### src/hdl/dis_pkg.sv
package dis_pkg;

    localparam int MAX_INTERVALS_DEF = 16;
    localparam int VALUE_WIDTH_DEF   = 16;
    localparam int STATUS_W          = 3;

    typedef enum logic [STATUS_W-1:0] {
        ST_ADDED   = 3'd0,
        ST_PRESENT = 3'd1,
        ST_FULL    = 3'd2,
        ST_RECORD  = 3'd3,
        ST_EMPTY   = 3'd4
    } t_status;

    typedef enum logic {
        OP_ADD  = 1'b0,
        OP_DUMP = 1'b1
    } t_opcode;

    // Control half of a result handed from the sequencer to the output stage.
    typedef struct packed {
        logic    valid;
        t_status status;
        logic    last;
    } t_rslt_ctl;

endpackage

### src/hdl/dis_if.sv
interface dis_req_if import dis_pkg::*; #(
    parameter int VALUE_WIDTH = VALUE_WIDTH_DEF
) ();
    logic                   valid;
    logic                   ready;
    logic                   opcode;
    logic [VALUE_WIDTH-1:0] value;

    modport source (output valid, output opcode, output value, input ready);
    modport sink   (input valid, input opcode, input value, output ready);
endinterface

interface dis_rsp_if import dis_pkg::*; #(
    parameter int VALUE_WIDTH = VALUE_WIDTH_DEF,
    parameter int COUNT_WIDTH = $clog2(MAX_INTERVALS_DEF + 1)
) ();
    logic                   valid;
    logic                   ready;
    logic [STATUS_W-1:0]    status;
    logic [VALUE_WIDTH-1:0] interval_start;
    logic [VALUE_WIDTH-1:0] interval_end;
    logic [COUNT_WIDTH-1:0] interval_count;
    logic                   last_of_run;

    modport source (output valid, output status, output interval_start,
                    output interval_end, output interval_count, output last_of_run,
                    input ready);
    modport sink   (input valid, input status, input interval_start,
                    input interval_end, input interval_count, input last_of_run,
                    output ready);
endinterface

### src/hdl/dis_ram.sv
module dis_ram #(
    parameter int WIDTH = 32,
    parameter int DEPTH = 16,
    localparam int AW   = (DEPTH > 1) ? $clog2(DEPTH) : 1
) (
    input  logic             i_clk,
    input  logic             i_wr_en,
    input  logic [AW-1:0]    i_wr_addr,
    input  logic [WIDTH-1:0] i_wr_data,
    input  logic             i_rd_en,
    input  logic [AW-1:0]    i_rd_addr,
    output logic [WIDTH-1:0] o_rd_data
);

    logic [WIDTH-1:0] r_mem [DEPTH];
    logic [WIDTH-1:0] r_rd_data;

    always_ff @(posedge i_clk) begin
        if (i_wr_en) begin
            r_mem[i_wr_addr] <= i_wr_data;
        end
        if (i_rd_en) begin
            r_rd_data <= r_mem[i_rd_addr];
        end
    end

    assign o_rd_data = r_rd_data;

endmodule

### src/hdl/dis_seq.sv
module dis_seq import dis_pkg::*; #(
    parameter int MAX_INTERVALS = MAX_INTERVALS_DEF,
    parameter int VALUE_WIDTH   = VALUE_WIDTH_DEF,
    localparam int AW           = $clog2(MAX_INTERVALS),
    localparam int CW           = $clog2(MAX_INTERVALS + 1),
    localparam int DW           = 2 * VALUE_WIDTH
) (
    input  logic                   i_clk,
    input  logic                   i_rst_n,
    dis_req_if.sink                i_req,
    output logic                   o_ram_wr_en,
    output logic [AW-1:0]          o_ram_wr_addr,
    output logic [DW-1:0]          o_ram_wr_data,
    output logic                   o_ram_rd_en,
    output logic [AW-1:0]          o_ram_rd_addr,
    input  logic [DW-1:0]          i_ram_rd_data,
    output t_rslt_ctl              o_rslt,
    output logic [VALUE_WIDTH-1:0] o_rslt_start,
    output logic [VALUE_WIDTH-1:0] o_rslt_end,
    output logic [CW-1:0]          o_rslt_count,
    input  logic                   i_rslt_free
);

    localparam int VW = VALUE_WIDTH;

    typedef enum logic [6:0] {
        S_IDLE   = 7'b0000001,
        S_SCAN   = 7'b0000010,
        S_DECIDE = 7'b0000100,
        S_SHIFT  = 7'b0001000,
        S_RESP   = 7'b0010000,
        S_DRD    = 7'b0100000,
        S_DOUT   = 7'b1000000
    } t_state;

    t_state          r_state, n_state;
    logic [CW-1:0]   r_count, n_count;
    logic [VW-1:0]   r_value, n_value;
    logic [CW-1:0]   r_ptr, n_ptr;
    logic            r_pend, n_pend;
    logic [CW-1:0]   r_idx, n_idx;
    logic [DW-1:0]   r_cur, n_cur;
    logic [CW-1:0]   r_left, n_left;
    logic [AW-1:0]   r_wa, n_wa;
    logic            r_up, n_up;
    t_status         r_status, n_status;

    logic [VW-1:0]   rd_start, rd_end, cur_start, cur_end;
    logic [VW:0]     v_x, v_p1, rd_e1, cur_e1;
    logic            has_cur, is_present, is_ext, is_merge, is_pre, is_full;
    logic            dump_last;

    assign {rd_start, rd_end}   = i_ram_rd_data;
    assign {cur_start, cur_end} = r_cur;

    // Adjacency is tested one bit wider so that the top value does not wrap.
    assign v_x    = {1'b0, r_value};
    assign v_p1   = v_x + (VW+1)'(1);
    assign rd_e1  = {1'b0, rd_end} + (VW+1)'(1);
    assign cur_e1 = {1'b0, cur_end} + (VW+1)'(1);

    assign has_cur    = r_idx < r_count;
    assign is_present = has_cur && (cur_start <= r_value) && (r_value <= cur_end);
    assign is_ext     = has_cur && (cur_e1 == v_x);
    assign is_merge   = is_ext && r_pend && ({1'b0, rd_start} == v_p1);
    assign is_pre     = has_cur && ({1'b0, cur_start} == v_p1);
    assign is_full    = r_count == CW'(MAX_INTERVALS);
    assign dump_last  = (r_ptr + CW'(1)) == r_count;

    assign i_req.ready = r_state == S_IDLE;

    always_comb begin
        n_state  = r_state;
        n_count  = r_count;
        n_value  = r_value;
        n_ptr    = r_ptr;
        n_pend   = r_pend;
        n_idx    = r_idx;
        n_cur    = r_cur;
        n_left   = r_left;
        n_wa     = r_wa;
        n_up     = r_up;
        n_status = r_status;

        o_ram_wr_en   = 1'b0;
        o_ram_wr_addr = r_wa;
        o_ram_wr_data = i_ram_rd_data;
        o_ram_rd_en   = 1'b0;
        o_ram_rd_addr = r_ptr[AW-1:0];

        o_rslt.valid  = 1'b0;
        o_rslt.status = r_status;
        o_rslt.last   = 1'b1;
        o_rslt_start  = '0;
        o_rslt_end    = '0;
        o_rslt_count  = r_count;

        unique case (r_state)
            S_IDLE: begin
                if (i_req.valid) begin
                    n_value = i_req.value;
                    n_ptr   = '0;
                    n_pend  = 1'b0;
                    if (i_req.opcode == OP_DUMP) begin
                        if (r_count == '0) begin
                            n_status = ST_EMPTY;
                            n_state  = S_RESP;
                        end else begin
                            n_state = S_DRD;
                        end
                    end else begin
                        n_state = S_SCAN;
                    end
                end
            end

            // One read is issued per cycle; pending data always belongs to r_ptr - 1.
            S_SCAN: begin
                if (r_ptr < r_count) begin
                    o_ram_rd_en = 1'b1;
                end
                if (r_pend && (rd_e1 >= v_x)) begin
                    // The read issued now fetches the following entry, if any.
                    n_idx   = r_ptr - CW'(1);
                    n_cur   = i_ram_rd_data;
                    n_pend  = r_ptr < r_count;
                    n_state = S_DECIDE;
                end else if (!r_pend && (r_ptr == r_count)) begin
                    n_idx   = r_count;
                    n_pend  = 1'b0;
                    n_state = S_DECIDE;
                end else begin
                    n_pend = r_ptr < r_count;
                    if (r_ptr < r_count) begin
                        n_ptr = r_ptr + CW'(1);
                    end
                end
            end

            S_DECIDE: begin
                n_status = ST_ADDED;
                n_pend   = 1'b0;
                o_ram_wr_addr = r_idx[AW-1:0];
                priority if (is_present) begin
                    n_status = ST_PRESENT;
                    n_state  = S_RESP;
                end else if (is_merge) begin
                    o_ram_wr_en   = 1'b1;
                    o_ram_wr_data = {cur_start, rd_end};
                    n_up    = 1'b0;
                    n_ptr   = r_idx + CW'(2);
                    n_left  = r_count - r_idx - CW'(2);
                    n_wa    = AW'(r_idx + CW'(1));
                    n_state = S_SHIFT;
                end else if (is_ext) begin
                    o_ram_wr_en   = 1'b1;
                    o_ram_wr_data = {cur_start, r_value};
                    n_state = S_RESP;
                end else if (is_pre) begin
                    o_ram_wr_en   = 1'b1;
                    o_ram_wr_data = {r_value, cur_end};
                    n_state = S_RESP;
                end else if (is_full) begin
                    n_status = ST_FULL;
                    n_state  = S_RESP;
                end else begin
                    n_up    = 1'b1;
                    n_ptr   = r_count - CW'(1);
                    n_left  = r_count - r_idx;
                    n_wa    = AW'(r_count);
                    n_state = S_SHIFT;
                end
            end

            // Moves entries by one place: each read is written back at r_wa in the next cycle.
            S_SHIFT: begin
                if (r_pend) begin
                    o_ram_wr_en = 1'b1;
                    n_wa = r_up ? r_wa - AW'(1) : r_wa + AW'(1);
                end
                if (r_left != '0) begin
                    o_ram_rd_en = 1'b1;
                    n_ptr  = r_up ? r_ptr - CW'(1) : r_ptr + CW'(1);
                    n_left = r_left - CW'(1);
                    n_pend = 1'b1;
                end else begin
                    n_pend = 1'b0;
                end
                if ((r_left == '0) && !r_pend) begin
                    if (r_up) begin
                        o_ram_wr_en   = 1'b1;
                        o_ram_wr_addr = r_idx[AW-1:0];
                        o_ram_wr_data = {r_value, r_value};
                        n_count = r_count + CW'(1);
                    end else begin
                        n_count = r_count - CW'(1);
                    end
                    n_state = S_RESP;
                end
            end

            S_RESP: begin
                o_rslt.valid = 1'b1;
                if (i_rslt_free) begin
                    n_state = S_IDLE;
                end
            end

            S_DRD: begin
                o_ram_rd_en = 1'b1;
                n_state     = S_DOUT;
            end

            // The RAM output holds while no read is issued, so the record waits here.
            S_DOUT: begin
                o_rslt.valid  = 1'b1;
                o_rslt.status = ST_RECORD;
                o_rslt.last   = dump_last;
                o_rslt_start  = rd_start;
                o_rslt_end    = rd_end;
                if (i_rslt_free) begin
                    if (dump_last) begin
                        n_state = S_IDLE;
                    end else begin
                        n_ptr   = r_ptr + CW'(1);
                        n_state = S_DRD;
                    end
                end
            end

            default: begin
                n_state = S_IDLE;
            end
        endcase
    end

    always_ff @(posedge i_clk) begin
        if (!i_rst_n) begin
            r_state <= S_IDLE;
            r_count <= '0;
            r_pend  <= 1'b0;
        end else begin
            r_state <= n_state;
            r_count <= n_count;
            r_pend  <= n_pend;
        end
    end

    always_ff @(posedge i_clk) begin
        r_value  <= n_value;
        r_ptr    <= n_ptr;
        r_idx    <= n_idx;
        r_cur    <= n_cur;
        r_left   <= n_left;
        r_wa     <= n_wa;
        r_up     <= n_up;
        r_status <= n_status;
    end

endmodule

### src/hdl/dis_out.sv
module dis_out import dis_pkg::*; #(
    parameter int VALUE_WIDTH = VALUE_WIDTH_DEF,
    parameter int COUNT_WIDTH = $clog2(MAX_INTERVALS_DEF + 1)
) (
    input  logic                   i_clk,
    input  logic                   i_rst_n,
    input  t_rslt_ctl              i_rslt,
    input  logic [VALUE_WIDTH-1:0] i_rslt_start,
    input  logic [VALUE_WIDTH-1:0] i_rslt_end,
    input  logic [COUNT_WIDTH-1:0] i_rslt_count,
    output logic                   o_rslt_free,
    dis_rsp_if.source              o_rsp
);

    logic                   r_valid;
    t_status                r_status;
    logic [VALUE_WIDTH-1:0] r_start;
    logic [VALUE_WIDTH-1:0] r_end;
    logic [COUNT_WIDTH-1:0] r_count;
    logic                   r_last;

    assign o_rslt_free = !r_valid || o_rsp.ready;

    always_ff @(posedge i_clk) begin
        if (!i_rst_n) begin
            r_valid <= 1'b0;
        end else if (o_rslt_free) begin
            r_valid <= i_rslt.valid;
        end
    end

    always_ff @(posedge i_clk) begin
        if (o_rslt_free && i_rslt.valid) begin
            r_status <= i_rslt.status;
            r_start  <= i_rslt_start;
            r_end    <= i_rslt_end;
            r_count  <= i_rslt_count;
            r_last   <= i_rslt.last;
        end
    end

    assign o_rsp.valid          = r_valid;
    assign o_rsp.status         = r_status;
    assign o_rsp.interval_start = r_start;
    assign o_rsp.interval_end   = r_end;
    assign o_rsp.interval_count = r_count;
    assign o_rsp.last_of_run    = r_last;

endmodule

### src/hdl/disjoint_interval_set.sv
// Sorted set of disjoint, non-adjacent intervals held as start/end pairs in one
// single-port-read RAM. One transaction at a time is processed. An add scans the
// table from the bottom, one entry per cycle, until it meets the first interval
// that reaches the value, then extends, merges, prepends or inserts; a merge or
// insert moves the later entries by one place at one entry per cycle. A dump
// reads each interval through the registered RAM read and issues the next read
// only once the output stage has taken the current interval, and a dump of an
// empty table gives a single empty-status result. Results leave through an
// output register; the sequencer's final step waits only while an earlier
// result is still held there. The table contents are undefined after reset;
// only the interval count is cleared, and no clearing pass is needed.
module disjoint_interval_set import dis_pkg::*; #(
    parameter int MAX_INTERVALS = MAX_INTERVALS_DEF,
    parameter int VALUE_WIDTH   = VALUE_WIDTH_DEF
) (
    input  logic      i_clk,
    input  logic      i_rst_n,
    dis_req_if.sink   i_req,
    dis_rsp_if.source o_rsp
);

    localparam int AW = $clog2(MAX_INTERVALS);
    localparam int CW = $clog2(MAX_INTERVALS + 1);
    localparam int DW = 2 * VALUE_WIDTH;

    logic                   ram_wr_en;
    logic [AW-1:0]          ram_wr_addr;
    logic [DW-1:0]          ram_wr_data;
    logic                   ram_rd_en;
    logic [AW-1:0]          ram_rd_addr;
    logic [DW-1:0]          ram_rd_data;

    t_rslt_ctl              rslt;
    logic [VALUE_WIDTH-1:0] rslt_start;
    logic [VALUE_WIDTH-1:0] rslt_end;
    logic [CW-1:0]          rslt_count;
    logic                   rslt_free;

    dis_ram #(
        .WIDTH (DW),
        .DEPTH (MAX_INTERVALS)
    ) u_ram (
        .i_clk     (i_clk),
        .i_wr_en   (ram_wr_en),
        .i_wr_addr (ram_wr_addr),
        .i_wr_data (ram_wr_data),
        .i_rd_en   (ram_rd_en),
        .i_rd_addr (ram_rd_addr),
        .o_rd_data (ram_rd_data)
    );

    dis_seq #(
        .MAX_INTERVALS (MAX_INTERVALS),
        .VALUE_WIDTH   (VALUE_WIDTH)
    ) u_seq (
        .i_clk         (i_clk),
        .i_rst_n       (i_rst_n),
        .i_req         (i_req),
        .o_ram_wr_en   (ram_wr_en),
        .o_ram_wr_addr (ram_wr_addr),
        .o_ram_wr_data (ram_wr_data),
        .o_ram_rd_en   (ram_rd_en),
        .o_ram_rd_addr (ram_rd_addr),
        .i_ram_rd_data (ram_rd_data),
        .o_rslt        (rslt),
        .o_rslt_start  (rslt_start),
        .o_rslt_end    (rslt_end),
        .o_rslt_count  (rslt_count),
        .i_rslt_free   (rslt_free)
    );

    dis_out #(
        .VALUE_WIDTH (VALUE_WIDTH),
        .COUNT_WIDTH (CW)
    ) u_out (
        .i_clk        (i_clk),
        .i_rst_n      (i_rst_n),
        .i_rslt       (rslt),
        .i_rslt_start (rslt_start),
        .i_rslt_end   (rslt_end),
        .i_rslt_count (rslt_count),
        .o_rslt_free  (rslt_free),
        .o_rsp        (o_rsp)
    );

endmodule

### src/flat_wrapper.sv
// flat-port wrapper written by rule: the top's interface ports become plain ports
module disjoint_interval_set_flat import dis_pkg::*;
#(
    parameter int MAX_INTERVALS = MAX_INTERVALS_DEF,
    parameter int VALUE_WIDTH   = VALUE_WIDTH_DEF
)
  (i_clk, i_rst_n, i_req_valid, i_req_opcode, i_req_value, i_req_ready, o_rsp_valid, o_rsp_status, o_rsp_interval_start, o_rsp_interval_end, o_rsp_interval_count, o_rsp_last_of_run, o_rsp_ready);
  dis_req_if #(.VALUE_WIDTH(VALUE_WIDTH)) i_req_i ();
  dis_rsp_if #(.VALUE_WIDTH(VALUE_WIDTH)) o_rsp_i ();
  input  logic i_clk;
  input  logic i_rst_n;
  input wire logic [$bits(i_req_i.valid)-1:0] i_req_valid;
  input wire logic [$bits(i_req_i.opcode)-1:0] i_req_opcode;
  input wire logic [$bits(i_req_i.value)-1:0] i_req_value;
  output wire logic [$bits(i_req_i.ready)-1:0] i_req_ready;
  output wire logic [$bits(o_rsp_i.valid)-1:0] o_rsp_valid;
  output wire logic [$bits(o_rsp_i.status)-1:0] o_rsp_status;
  output wire logic [$bits(o_rsp_i.interval_start)-1:0] o_rsp_interval_start;
  output wire logic [$bits(o_rsp_i.interval_end)-1:0] o_rsp_interval_end;
  output wire logic [$bits(o_rsp_i.interval_count)-1:0] o_rsp_interval_count;
  output wire logic [$bits(o_rsp_i.last_of_run)-1:0] o_rsp_last_of_run;
  input wire logic [$bits(o_rsp_i.ready)-1:0] o_rsp_ready;
  assign i_req_i.valid = i_req_valid;
  assign i_req_i.opcode = i_req_opcode;
  assign i_req_i.value = i_req_value;
  assign i_req_ready = i_req_i.ready;
  assign o_rsp_valid = o_rsp_i.valid;
  assign o_rsp_status = o_rsp_i.status;
  assign o_rsp_interval_start = o_rsp_i.interval_start;
  assign o_rsp_interval_end = o_rsp_i.interval_end;
  assign o_rsp_interval_count = o_rsp_i.interval_count;
  assign o_rsp_last_of_run = o_rsp_i.last_of_run;
  assign o_rsp_i.ready = o_rsp_ready;
  disjoint_interval_set #(.MAX_INTERVALS(MAX_INTERVALS), .VALUE_WIDTH(VALUE_WIDTH)) u_core (.i_clk(i_clk), .i_rst_n(i_rst_n), .i_req(i_req_i), .o_rsp(o_rsp_i));
endmodule
### config.mk
export PLATFORM = sky130hd
export DESIGN_NAME = disjoint_interval_set_flat
export DESIGN_NICKNAME = d
export VERILOG_FILES = /design/src/hdl/dis_pkg.sv /design/src/hdl/dis_if.sv /design/src/hdl/dis_ram.sv /design/src/hdl/dis_seq.sv /design/src/hdl/dis_out.sv /design/src/hdl/disjoint_interval_set.sv /design/src/flat_wrapper.sv
export SDC_FILE = /design/constraint.sdc
export NUM_CORES = 1
export LEC_CHECK = 0
export ABC_CLOCK_PERIOD_IN_PS = 13680
export BUFFER_PORTS_ARGS = -buffer_cell sky130_fd_sc_hd__buf_2
export CAP_MARGIN = 5
export CORE_UTILIZATION = 30
export DETAILED_ROUTE_END_ITERATION = 10
export SLEW_MARGIN = 20
export SYNTH_ARGS = -nofsm -noshare
export SYNTH_HDL_FRONTEND = slang
export SYNTH_HIERARCHICAL = 1
export SYNTH_SLANG_ARGS = --single-unit
### constraint.sdc
create_clock -name i_clk -period 13.68 [get_ports i_clk]
set_input_delay 2.736 -clock i_clk [delete_from_list [all_inputs] [get_ports i_clk]]
set_output_delay 2.736 -clock i_clk [all_outputs]
set_load 0.005 [all_outputs]
==> flow_summary.ini <==
[die]
die_height_um = 318
die_width_um = 318
area_of_the_die_um2 = 101000
initial_utilization_pct = 30.4
placeableCoreArea_um2 = 98700
placement_rows = 115
io_pins = 64

[finish]
fill_cells = 9266
number_of_nets_in_the_layout = 2083
layout-drive-gt1-share_pct = 20.3
sequential_cell_area_um2 = 20000
multi_input_comb_area_um2 = 9470
layout.cells.non_filler = 3332
area_growth_syn_to_layout_pct = 15.2
insertedDiodeCount = 0

[grt]
antenna_found_initial = 2
track_usage_pct = 15.8
first_global_vias = 17600
largest_net_degree_at_the_start_of_global_routing = 136
overflow = 0
grt_pass1_wl_mm = 120

[clock_network]
post_cts_resized = 0
tritoncts.num_buffers = 71
htree_num_levels = 3
cts_root_buffer = sky130_fd_sc_hd__clkbuf_16
clock_latency_ns = 0.63
post_cts.repair.setup_buffers = 0
tritoncts_num_sinks = 670
clock_tree.buffer_depth = 3
cts.hold.buffers_added = 0
cts_tree = built
clkSlewWorstSetupHoldPaths_ns = 0.06

[hold_path]
worst_hold_startpoint = u_core/u_seq/r_status[0]$_SDFFCE_PN0P_
worst_hold_path_type = flop to flop

[placement]
port_buffers = 63
cell_total_after_placement = 3195
dpl.hpwl_mm = 52.6
routabilityCongestion = 0.949

[sta]
unrepaired_setup_endpoints_after_global_routing = false
worst_slew_margin_rel_pct = 26.4
fin_crit_sh_pct = 41.3
timing.final.setup_violations = 0
achievable-frequency_ghz = 0.177
clock_skew_after_layout_ns = 0.0391
final_max_slew_viol_count = 0
finalHoldViolCount = 0
min_period_ns = 5.65
setup_total_negative_slack_ns = 0
tightestPinTransition_ns = 1.10

[synth]
synth_nets = 1985
synth.largest_area_cell = sky130_fd_sc_hd__edfxtp_1
yosys_warnings = 6
yosys_most_used_dff = sky130_fd_sc_hd__edfxtp_1
synth_enable_flop_cells = 656
ys_types = 88
avgSynthCellArea_um2 = 15.9
yosys_register_bits = 670
ys_top_cells_by_count = sky130_fd_sc_hd__edfxtp_1 (656), sky130_fd_sc_hd__mux4_2 (129), sky130_fd_sc_hd__nand2_1 (100)
yosys-top-cells-area = sky130_fd_sc_hd__edfxtp_1 (66%), sky130_fd_sc_hd__mux4_2 (9.7%), sky130_fd_sc_hd__ha_1 (3.0%), sky130_fd_sc_hd__xnor2_1 (2.0%), sky130_fd_sc_hd__a22oi_1 (1.7%)
netlist_area_um2 = 30000
postSynthCellCount = 1890
synthArstFlopShare_pct = 0
ys_seq_area_share_pct = 66.5
post-synth-top-count-cell = sky130_fd_sc_hd__edfxtp_1
synth_top_area_share_pct = 65.6

[worst_setup_path]
nature_of_the_critical_path_endpoint = flop
data_arrival_at_the_endpoint_of_the_critical_path_ns = 5.91
startpoint_type = flop
crit_fanout = 22
worst-setup-path-type = flop to flop
reg2reg_from = u_core/u_seq/r_value[2]$_DFFE_PP_
setup.worst_path.start = u_core/u_seq/r_value[2]$_DFFE_PP_
worst-endpoint-required_ns = 13.94

[routing]
remaining_drc_errors = 0
routed_wl_mm = 81.4
post_drt_via_cell_ratio = 5.35
drt_first_pass_iters = 8
drtAntennaViolNets = 0
routed_wire_length_per_instance_um = 24.4
drt_iter0_drc = 2126
dr_total_vias = 17800

[power]
vdd.ir_drop.worst_v = 0.0000942
p_leak_nw = 11.4
pwr_density_cell_nw_per_um2 = 143

[job]
cap_violations = 0

[run_status]
status = finished, final reports clean
[per-stage QoR]
step / instance area (µm²) / setup WS (ns) / utilization, % / power (W) / hold WS [ns]
2_1_floorplan: 30000 / 7.54 / - / 0.00284 / 0.435
3_3_place_gp: 32000 / 8.26 / 32.4 / 0.00304 / 0.501
3_5_place_dp: 32100 / 8.10 / 32.5 / 0.00305 / 0.507
4_1_cts: 34500 / 8.03 / 34.9 / 0.00499 / 0.524
5_1_grt: 34600 / 7.54 / 35.1 / 0.00513 / 0.538
6_report: 34600 / 8.03 / 35.1 / 0.00496 / 0.517
[final cells by class]
type / instances / area share, %
flip-flops and latches: 670 / 57.7
multi-input cells: 1044 / 27.4
clock buffers: 83 / 5.47
well taps: 1287 / 4.65
repair buffers: 122 / 2.46
clock inverters: 47 / 1.43
inverters: 79 / 0.857
[final timing paths]
path,endpoint,slack (ns),depth (start not counted)
worst min-delay path,u_core/u_out/o_rsp.status[0]$_DFFE_PP_,0.52,1
worst min register to register,u_core/u_out/o_rsp.status[0]$_DFFE_PP_,0.52,1
worst max-delay path,u_core/u_ram/r_mem[4][21]$_DFFE_PP_,8.03,12
worst max register to register,u_core/u_ram/r_mem[4][21]$_DFFE_PP_,8.03,12
[cell families after synthesis]
group	count (synthesis)	share of synthesized area, %
flip-flops	670	66.5
AND/OR/NAND/NOR	422	7.38
AO/OA/AOI/OAI	293	6.84
buffers and inverters	176	2.50
multiplexers	144	10.2
XOR/XNOR	111	3.42
adder cells (fa/ha/maj)	74	3.13
[where the power goes]
| group | internal [W] | total [W] | switching (W) |
|---|---|---|---|
| clock network | 0.00112 | 0.00195 | 0.000827 |
| logic | 0.000302 | 0.000697 | 0.000394 |
| registers | 0.00227 | 0.00232 | 0.0000467 |
[worst max-delay path, cell delays in order (launching register included)]
cell and delay, ns:
sky130_fd_sc_hd__edfxtp_1 0.69, sky130_fd_sc_hd__nand4_1 0.56, sky130_fd_sc_hd__nor4_1 0.74, sky130_fd_sc_hd__xnor3_1 0.33, sky130_fd_sc_hd__nor4_1 0.33, sky130_fd_sc_hd__nand3_1 0.12
sky130_fd_sc_hd__nor2_1 0.19, sky130_fd_sc_hd__o211ai_1 0.13, sky130_fd_sc_hd__buf_4 0.24, sky130_fd_sc_hd__o21ai_0 0.21, sky130_fd_sc_hd__nand3b_1 0.39, sky130_fd_sc_hd__nor3_2 0.82
sky130_fd_sc_hd__buf_4 0.52
[cells in the final DEF (no fill, tap or decap), drive strengths merged, types with 9 or more instances in the layout]
cell	synthesis	layout
edfxtp	656	656
a22oi	67	67
a211oi	9	9
buf	46	118
xnor2	67	67
xor2	40	40
nand4	30	30
a31oi	9	9
clkbuf	51	87
dfxtp	14	14
o211ai	22	22
nor4	19	19
ha	72	72
a222oi	15	15
nand2b	9	9
nor3	38	38
mux4	129	129
nand2	100	100
nand3	52	52
nor2	84	84
clkinv	1	35
and2	26	26
inv	78	82
o21ai	56	56
a21o	18	18
or3	11	11
a21oi	44	44
mux2i	12	12
[metal layers]
metal,GRT usage (%),share of wire [%],vias up
met3,2.99,7.6,105
met4,3.74,1.9,0
li1,-,-,7727
met5,0,0,-
met1,22.4,44,9235
met2,25.0,47,760
[registers in the layout (all words and copies together), names as in the netlist, 7 cells and up]
name                               flops
u_core/u_ram/r_mem                   512
u_core/u_ram/o_rd_data                32
u_core/u_seq/r_cur                    32
u_core/u_out/o_rsp.interval_end       16
u_core/u_out/o_rsp.interval_start     16
u_core/u_seq/r_value                  16
u_core/u_seq/r_state                   7
Note: power is estimated with default switching activity, not from simulation.
